$ cat config.mk
export PLATFORM = sky130hd
export DESIGN_NAME = i2c_pin_mode_register_bank_flat
export DESIGN_NICKNAME = d
export VERILOG_FILES = /design/src/i2cpm_pkg.sv /design/src/i2cpm_if.sv /design/src/i2cpm_regfile.sv /design/src/i2c_pin_mode_register_bank.sv /design/src/flat_wrapper.sv
export SDC_FILE = /design/constraint.sdc
export NUM_CORES = 1
export LEC_CHECK = 0
export ABC_AREA = 1
export ABC_CLOCK_PERIOD_IN_PS = 2450
export BUFFER_PORTS_ARGS = -buffer_cell sky130_fd_sc_hd__buf_4
export CAP_MARGIN = 20
export CELL_PAD_IN_SITES_DETAIL_PLACEMENT = 1
export CELL_PAD_IN_SITES_GLOBAL_PLACEMENT = 2
export CORE_MARGIN = 1.5
export CORE_UTILIZATION = 33
export DETAILED_ROUTE_END_ITERATION = 6
export PLACE_DENSITY_LB_ADDON = 0.3
export SETUP_SLACK_MARGIN = 0.4
export SLEW_MARGIN = 20
export SYNTH_ARGS = -nofsm -noshare
export SYNTH_HDL_FRONTEND = slang
export SYNTH_SLANG_ARGS = --single-unit
$ cat constraint.sdc
create_clock -name clk_i -period 2.45 [get_ports clk_i]
set_input_delay 0.1225 -clock clk_i [delete_from_list [all_inputs] [get_ports clk_i]]
set_output_delay 0.1225 -clock clk_i [all_outputs]
set_load 0.05 [all_outputs]
$ cat src/i2cpm_pkg.sv
`default_nettype none

package i2cpm_pkg;

  // controller base addresses, 4 KiB aligned
  localparam logic [31:0] BASE_A = 32'h01c2_2000;
  localparam logic [31:0] BASE_B = 32'h01e2_8000;

  // register offsets within one instance window
  localparam logic [11:0] OFF_MODE = 12'h024;
  localparam logic [11:0] OFF_FUNC = 12'h048;
  localparam logic [11:0] OFF_DIR  = 12'h04c;
  localparam logic [11:0] OFF_OUT  = 12'h054;
  localparam logic [11:0] OFF_SET  = 12'h058;
  localparam logic [11:0] OFF_CLR  = 12'h05c;

  // write masks
  localparam logic [31:0] MODE_MASK = 32'h0000_efff;
  localparam logic [31:0] FUNC_MASK = 32'h0000_0001;
  localparam logic [31:0] PIN_MASK  = 32'h0000_0003;

  // reset release bit of mode and the bits allowed with it
  localparam logic [31:0] MODE_RELEASE = 32'h0000_0020;
  localparam logic [31:0] MODE_RELEASE_ALLOWED = 32'h0000_4020;

  localparam logic [3:0] WORD_SIZE = 4'd4;

  typedef struct packed {
    logic        req_type;
    logic [31:0] address;
    logic [31:0] write_data;
    logic        data_too_wide;
    logic [3:0]  access_size;
    logic        commit;
  } req_t;

  typedef struct packed {
    logic        ok;
    logic [15:0] read_data;
  } rsp_t;

endpackage

`default_nettype wire

$ cat src/i2cpm_if.sv
`default_nettype none

interface i2cpm_req_if;
  logic        valid;
  logic        ready;
  logic        req_type;
  logic [31:0] address;
  logic [31:0] write_data;
  logic        data_too_wide;
  logic [3:0]  access_size;
  logic        commit;

  modport source (
    output valid, req_type, address, write_data, data_too_wide, access_size, commit,
    input  ready
  );
  modport sink (
    input  valid, req_type, address, write_data, data_too_wide, access_size, commit,
    output ready
  );
  modport mon (
    input valid, ready, req_type, address, write_data, data_too_wide, access_size, commit
  );
endinterface

interface i2cpm_rsp_if;
  logic        valid;
  logic        ready;
  logic        ok;
  logic [15:0] read_data;

  modport source (
    output valid, ok, read_data,
    input  ready
  );
  modport sink (
    input  valid, ok, read_data,
    output ready
  );
  modport mon (
    input valid, ready, ok, read_data
  );
endinterface

`default_nettype wire

$ cat src/i2cpm_regfile.sv
`default_nettype none

module i2cpm_regfile (
  input  wire logic          clk_i,
  input  wire logic          rst_ni,
  input  wire i2cpm_pkg::req_t req_i,
  input  wire logic          exec_i,
  output i2cpm_pkg::rsp_t    rsp_o
);
  import i2cpm_pkg::*;

  logic [15:0] mode_q [2];
  logic        func_q [2];
  logic [1:0]  dir_q  [2];
  logic [1:0]  out_q  [2];

  logic        hit_a;
  logic        hit_b;
  logic        mapped;
  logic        inst;
  logic [11:0] off;
  logic [31:0] val;
  logic [31:0] mask;
  logic        rd_ok;
  logic [15:0] rd_data;
  logic        wr_ok;
  logic        wr_en;

  assign hit_a  = (req_i.address[31:12] == BASE_A[31:12]);
  assign hit_b  = (req_i.address[31:12] == BASE_B[31:12]);
  assign mapped = (hit_a || hit_b) && (req_i.address[1:0] == 2'b00);
  assign inst   = hit_b;
  assign off    = req_i.address[11:0];
  assign val    = req_i.write_data;

  // read path
  always_comb begin
    rd_ok   = mapped;
    rd_data = '0;
    unique case (off)
      OFF_MODE: rd_data = mode_q[inst];
      OFF_FUNC: rd_data = {15'd0, func_q[inst]};
      OFF_DIR:  rd_data = {14'd0, dir_q[inst]};
      OFF_OUT:  rd_data = {14'd0, out_q[inst]};
      default: begin
        rd_ok   = 1'b0;
        rd_data = '0;
      end
    endcase
    if (!mapped) begin
      rd_data = '0;
    end
  end

  // write check
  always_comb begin
    wr_ok = mapped && (req_i.access_size == WORD_SIZE) && !req_i.data_too_wide;
    mask  = '0;
    unique case (off)
      OFF_MODE: begin
        if (((val & MODE_RELEASE) != '0) &&
            (!func_q[inst] || ((val & ~MODE_RELEASE_ALLOWED) != '0))) begin
          wr_ok = 1'b0;
        end
        mask = MODE_MASK;
      end
      OFF_FUNC: begin
        if (mode_q[inst][5] && (val != {31'd0, func_q[inst]})) begin
          wr_ok = 1'b0;
        end
        mask = FUNC_MASK;
      end
      OFF_DIR, OFF_OUT, OFF_SET, OFF_CLR: mask = PIN_MASK;
      default: wr_ok = 1'b0;
    endcase
    if ((val & ~mask) != '0) begin
      wr_ok = 1'b0;
    end
  end

  assign wr_en = exec_i && req_i.req_type && wr_ok && req_i.commit;

  always_comb begin
    if (req_i.req_type) begin
      rsp_o.ok        = wr_ok;
      rsp_o.read_data = '0;
    end else begin
      rsp_o.ok        = rd_ok;
      rsp_o.read_data = rd_data;
    end
  end

  always_ff @(posedge clk_i or negedge rst_ni) begin
    if (!rst_ni) begin
      for (int i = 0; i < 2; i++) begin
        mode_q[i] <= '0;
        func_q[i] <= 1'b0;
        dir_q[i]  <= '0;
        out_q[i]  <= '0;
      end
    end else if (wr_en) begin
      unique case (off)
        OFF_MODE: mode_q[inst] <= val[15:0];
        OFF_FUNC: func_q[inst] <= val[0];
        OFF_DIR:  dir_q[inst]  <= val[1:0];
        OFF_OUT:  out_q[inst]  <= val[1:0];
        OFF_SET:  out_q[inst]  <= out_q[inst] | val[1:0];
        OFF_CLR:  out_q[inst]  <= out_q[inst] & ~val[1:0];
        default: ;
      endcase
    end
  end

endmodule

`default_nettype wire

$ cat src/i2c_pin_mode_register_bank.sv
// a transfer accepted into the request register moves on to the result register when the
//   result register is free; the request register and result register part the two sides
// throughput: one access per cycle, sustained, limited only by the result consumer
// reset: rst_ni is asynchronous and active low; it empties both stages and clears
//   mode, function, direction and output of both instances to zero
`default_nettype none

module i2c_pin_mode_register_bank (
  input  wire logic     clk_i,
  input  wire logic     rst_ni,
  i2cpm_req_if.sink     req_i,
  i2cpm_rsp_if.source   rsp_o
);
  import i2cpm_pkg::*;

  // request stage
  logic  in_vld_q;
  req_t  in_q;
  req_t  in_d;

  // result stage
  logic  res_vld_q;
  rsp_t  res_q;
  rsp_t  res_d;

  logic  in_fire;
  logic  advance;

  // the request stage moves on whenever the result register is empty or being drained
  assign advance     = in_vld_q && (!res_vld_q || rsp_o.ready);
  assign req_i.ready = !in_vld_q || advance;
  assign in_fire     = req_i.valid && req_i.ready;

  always_comb begin
    in_d.req_type      = req_i.req_type;
    in_d.address       = req_i.address;
    in_d.write_data    = req_i.write_data;
    in_d.data_too_wide = req_i.data_too_wide;
    in_d.access_size   = req_i.access_size;
    in_d.commit        = req_i.commit;
  end

  // decode, check, read mux and state update for the held request;
  // the update commits on the same edge that loads the result register
  i2cpm_regfile u_regfile (
    .clk_i  (clk_i),
    .rst_ni (rst_ni),
    .req_i  (in_q),
    .exec_i (advance),
    .rsp_o  (res_d)
  );

  always_ff @(posedge clk_i or negedge rst_ni) begin
    if (!rst_ni) begin
      in_vld_q <= 1'b0;
    end else if (req_i.ready) begin
      in_vld_q <= req_i.valid;
    end
  end

  // payload needs no reset
  always_ff @(posedge clk_i) begin
    if (in_fire) begin
      in_q <= in_d;
    end
  end

  always_ff @(posedge clk_i or negedge rst_ni) begin
    if (!rst_ni) begin
      res_vld_q <= 1'b0;
    end else if (advance) begin
      res_vld_q <= 1'b1;
    end else if (rsp_o.ready) begin
      res_vld_q <= 1'b0;
    end
  end

  always_ff @(posedge clk_i) begin
    if (advance) begin
      res_q <= res_d;
    end
  end

  assign rsp_o.valid     = res_vld_q;
  assign rsp_o.ok        = res_q.ok;
  assign rsp_o.read_data = res_q.read_data;

endmodule

`default_nettype wire

$ cat src/flat_wrapper.sv
// flat-port wrapper written by rule: the top's interface ports become plain ports
module i2c_pin_mode_register_bank_flat import i2cpm_pkg::*;
  (clk_i, rst_ni, req_i_valid, req_i_req_type, req_i_address, req_i_write_data, req_i_data_too_wide, req_i_access_size, req_i_commit, req_i_ready, rsp_o_valid, rsp_o_ok, rsp_o_read_data, rsp_o_ready);
  i2cpm_req_if req_i_i ();
  i2cpm_rsp_if rsp_o_i ();
  input  wire logic clk_i;
  input  wire logic rst_ni;
  input wire logic [$bits(req_i_i.valid)-1:0] req_i_valid;
  input wire logic [$bits(req_i_i.req_type)-1:0] req_i_req_type;
  input wire logic [$bits(req_i_i.address)-1:0] req_i_address;
  input wire logic [$bits(req_i_i.write_data)-1:0] req_i_write_data;
  input wire logic [$bits(req_i_i.data_too_wide)-1:0] req_i_data_too_wide;
  input wire logic [$bits(req_i_i.access_size)-1:0] req_i_access_size;
  input wire logic [$bits(req_i_i.commit)-1:0] req_i_commit;
  output wire logic [$bits(req_i_i.ready)-1:0] req_i_ready;
  output wire logic [$bits(rsp_o_i.valid)-1:0] rsp_o_valid;
  output wire logic [$bits(rsp_o_i.ok)-1:0] rsp_o_ok;
  output wire logic [$bits(rsp_o_i.read_data)-1:0] rsp_o_read_data;
  input wire logic [$bits(rsp_o_i.ready)-1:0] rsp_o_ready;
  assign req_i_i.valid = req_i_valid;
  assign req_i_i.req_type = req_i_req_type;
  assign req_i_i.address = req_i_address;
  assign req_i_i.write_data = req_i_write_data;
  assign req_i_i.data_too_wide = req_i_data_too_wide;
  assign req_i_i.access_size = req_i_access_size;
  assign req_i_i.commit = req_i_commit;
  assign req_i_ready = req_i_i.ready;
  assign rsp_o_valid = rsp_o_i.valid;
  assign rsp_o_ok = rsp_o_i.ok;
  assign rsp_o_read_data = rsp_o_i.read_data;
  assign rsp_o_i.ready = rsp_o_ready;
  i2c_pin_mode_register_bank u_core (.clk_i(clk_i), .rst_ni(rst_ni), .req_i(req_i_i), .rsp_o(rsp_o_i));
endmodule
==> summary.md <==
| Metric | Value |
|---|---|
| Design internal power | 4160 uW |
| Unrepaired setup endpoints after global routing | true |
| Pin count of the biggest net entering global routing | between 40 and 50 |
| Die Width | 136 um |
| Clk root buf | sky130_fd_sc_hd__clkbuf_16 |
| Initial antenna violation count | 0 |
| Worst reg-to-reg setup slack | 280 ps |
| Diodes inserted | 0 |
| Capture instance of the worst register-to-register path | u_core.u_regfile.mode_q[26] |
| Power per cell area | ~650 nW/um2 |
| Path type of the worst min-delay path | primary input to register |
| Overall overflow remaining after global route | 0 |
| Worst setup SP type | register |
| Number of buffers on the longest clock path | 2 |
| Via density per instance | around 4.7 |
| Synthesized area divided by synthesized cell count | between 10 and 15 um2 |
| Most frequent cells in the layout | sky130_fd_sc_hd__buf_4 (113), sky130_fd_sc_hd__edfxtp_1 (88), sky130_fd_sc_hd__nand2_1 (84) |
| Total setup violations reported at the end of the flow | 0 |
| Hold Crit Depth | 4 |
| Pre-antenna DRT Iters | 4 |
| Sequential fraction of the synthesis area | 63.7% |
| Synthesis-stage register bit count | 132 |
| Comb pwr share | 10.3% |
| Share of total power in the clock network | 42.2% |
| Max-cap check violation count | 0 |
| Area of the core | 17400 um2 |
| Clock tree from TritonCTS | built |
| DRT antenna net count | 0 |
| Total number of yosys warnings | 0 |
| Routed WL per cell | between 15 and 20 um |
| Sum of negative setup slack | 0 ps |
| Most common cell after layout, fill and taps aside | sky130_fd_sc_hd__buf_4 |
| Crit share post-route | roughly nine tenths |
| Peak VDD IR | between 0.4 and 0.5 mV |
| Post-synthesis instance area | 5880 um2 |
| Level count of the clock H-tree | 4 |
| Initial core utilization | between 30 and 40% |
| Slew HR | 54.2% |
| Clock buffer count from CTS | 17 |
| Die ar. | roughly 19000 um2 |
| Clock period minus worst slack | ~2200 ps |
| Leak pwr | roughly 0.0036 uW |
| Arrival time at the worst endpoint | ~2500 ps |
| Wire length of the first global-routing pass | 25600 um |
| Critical Path RT | roughly 2800 ps |
| Tightest hold margin | 8.57 ps |
| Synthesis-to-layout area growth | 44.6% |
| Net Sw Power | ~1300 uW |
| Post-synthesis cell count | approximately 550 |
| Clock slew at reported path FFs | approximately 60 ps |
| Sequential share of power | a little under half |
| Critical register-to-register path startpoint | u_core.in_q[56] |
| Number of global-route vias before repair | approximately 5100 |
| Filler cell count in the final layout | approximately 1900 |
| Fraction of power spent switching nets | between 20% and 30% |
| Final count of hold timing violations | 0 |
| Placement row count | 48 |
| Count of distinct cell types in the synthesized netlist | 44 |
| Layout cell share with drive strength beyond 1 | between 20% and 30% |
| R2R depth | 16 |
| Final weighted congestion in routability-driven placement | 0.789 |
| Clock Skews | about 9.0 ps |
| Count of pins on the block boundary | 94 |
| All-Layer GR Usage | 18.4% |
| Slew Viols, Final | 0 |
| Final Util | between 40% and 50% |
| Via count of the routed design | approximately 4600 |
| Post-DP HPWL | approximately 10000 um |
| Largest fanout on the critical path | 31 |
| Transition time at the pin with the least slew margin | 686 ps |
| Run status | complete, no violations |
| Buffers added on ports | 93 |
| Synth Net Count | 626 |
| Launch point of the worst hold path | rsp_o_ready |
| Peak Freq | ~0.46 GHz |
| Category of the critical setup timing path | register to register |
| Category of the worst setup path capture point | register |
| Skew-Pair Late Insertion Delay | approximately 420 ps |
| Total clock sinks | between 100 and 150 |
| Post-layout power | roughly 5500 uW |
| Drt first-iter violations | roughly 180 |
| Final routed DRC violation total | 0 |
| Die height | about 140 um |
| Final nets | approximately 800 |
| Aggregate routed wire length | 16100 um |
| Worst-case hold path end point | u_core.rsp_o.valid |
==> power by group through the flow <==
stage	combinational, uW	clock, uW	sequential, uW
final	566	2320	2610
after global routing	610	2470	2630
after CTS	560	2360	2610
after detailed placement	464	0	2650
after global placement	453	0	2650
after floorplan	123	0	2750
==> timing repair <==
| item | 4_1_cts | 5_1_grt |
|---|---|---|
| hold buffers | 73 | 0 |
| hold endpoints to repair | 116 | 0 |
| endpoints found under the setup margin | 59 | 59 |
| gates resized for setup | 16 | 36 |
| buffers inserted | 2 | 7 |
| pin swaps | 5 | 11 |
==> per-stage QoR <==
stage	area, um2	cells	setup WS [ps]
after floorplan	5900	551	122
after global placement	6960	868	191
after detailed placement	6960	868	54.7
after CTS	8290	974	252
after global routing	8500	981	108
final	8500	981	276
==> worst max path at each step <==
stage	from	to	slack (ps)	cells after the start
floorplan	u_core.rsp_o.valid	u_core.in_q[0]	120	3
global placement	u_core.in_q[52]	u_core.rsp_o.read_data[11]	190	7
detailed placement	u_core.in_q[51]	u_core.u_regfile.dir_q[0]	50	13
CTS	u_core.in_q[51]	u_core.u_regfile.mode_q[26]	250	16
global route	u_core.in_q[57]	u_core.u_regfile.mode_q[26]	110	16
finish	u_core.in_q[56]	u_core.u_regfile.mode_q[26]	280	16
==> registers in the layout, indices dropped and copies added (netlist names) <==
register                 count
u_core.u_regfile.out_q       4
u_core.u_regfile.mode_q     32
u_core.in_q                 71
u_core.in_vld_q              1
u_core.u_regfile.dir_q       4
u_core.rsp_o.read_data      16
u_core.rsp_o.valid           1
u_core.u_regfile.func_q      2
u_core.rsp_o.ok              1
==> synth_stat cells, drive strengths merged <==
cell / number / area, um2
or2: 2 / 15.0
clkinv: 1 / 3.75
o21a: 1 / 7.51
a41oi: 1 / 8.76
clkbuf: 6 / 33.8
dfrtp: 44 / 1100
and3b: 1 / 8.76
nor2: 67 / 280
nand4: 7 / 58.8
buf: 13 / 101
a211oi: 13 / 97.6
a21oi: 5 / 28.8
nand3b: 1 / 7.51
nor3b: 1 / 7.51
nor3: 5 / 41.3
nand3: 62 / 350
nand2: 96 / 378
edfxtp: 88 / 2640
dlygate4sd1: 1 / 8.76
o22ai: 4 / 25.0
o21bai: 40 / 300
nor4: 4 / 25.0
and3: 1 / 6.26
o21ai: 9 / 48.8
inv: 78 / 293
==> critical path, stage by stage (launching register included) <==
cell	delay [ps]
sky130_fd_sc_hd__edfxtp_1	390
sky130_fd_sc_hd__nor2_1	140
sky130_fd_sc_hd__nand3_2	150
sky130_fd_sc_hd__nor2_2	170
sky130_fd_sc_hd__nand3_4	100
sky130_fd_sc_hd__nand2_4	100
sky130_fd_sc_hd__nand2_2	50
sky130_fd_sc_hd__nand2_1	50
sky130_fd_sc_hd__nand3_1	80
sky130_fd_sc_hd__nand2_1	100
sky130_fd_sc_hd__nand2_2	70
sky130_fd_sc_hd__nand2_4	110
sky130_fd_sc_hd__nand3_4	110
sky130_fd_sc_hd__nor2_4	120
sky130_fd_sc_hd__buf_12	190
sky130_fd_sc_hd__nand3_1	100
sky130_fd_sc_hd__nand2_1	80
==> metal layers <==
layer / global-route usage [%] / vias up / part of all wire [%]
li1: - / 2233 / -
met1: 22.2 / 2304 / 43
met2: 31.8 / 85 / 52
met3: 5.07 / 19 / 3.8
met4: 6.03 / 0 / 1.3
met5: 0 / - / 0
==> kinds of logic (layout without fill, tap and decap cells) <==
family	after synthesis	in the layout	share of synthesized area [%]
flops	132	132	63.7
compound gates	73	73	8.79
simple gates	247	247	20.0
buf+inv	99	304	7.49
==> final cells by class <==
type	count	area (um2)	share of cell area (%)
Clock buffer	20	437	5.14
Clock inverter	11	88.8	1.05
Inverter	79	303	3.56
Multi-Input combinational cell	320	1920	22.6
Sequential cell	132	3740	44.1
Tap cell	225	282	3.31
Timing Repair Buffer	194	1720	20.3
Power figures use the tool's default switching activity.
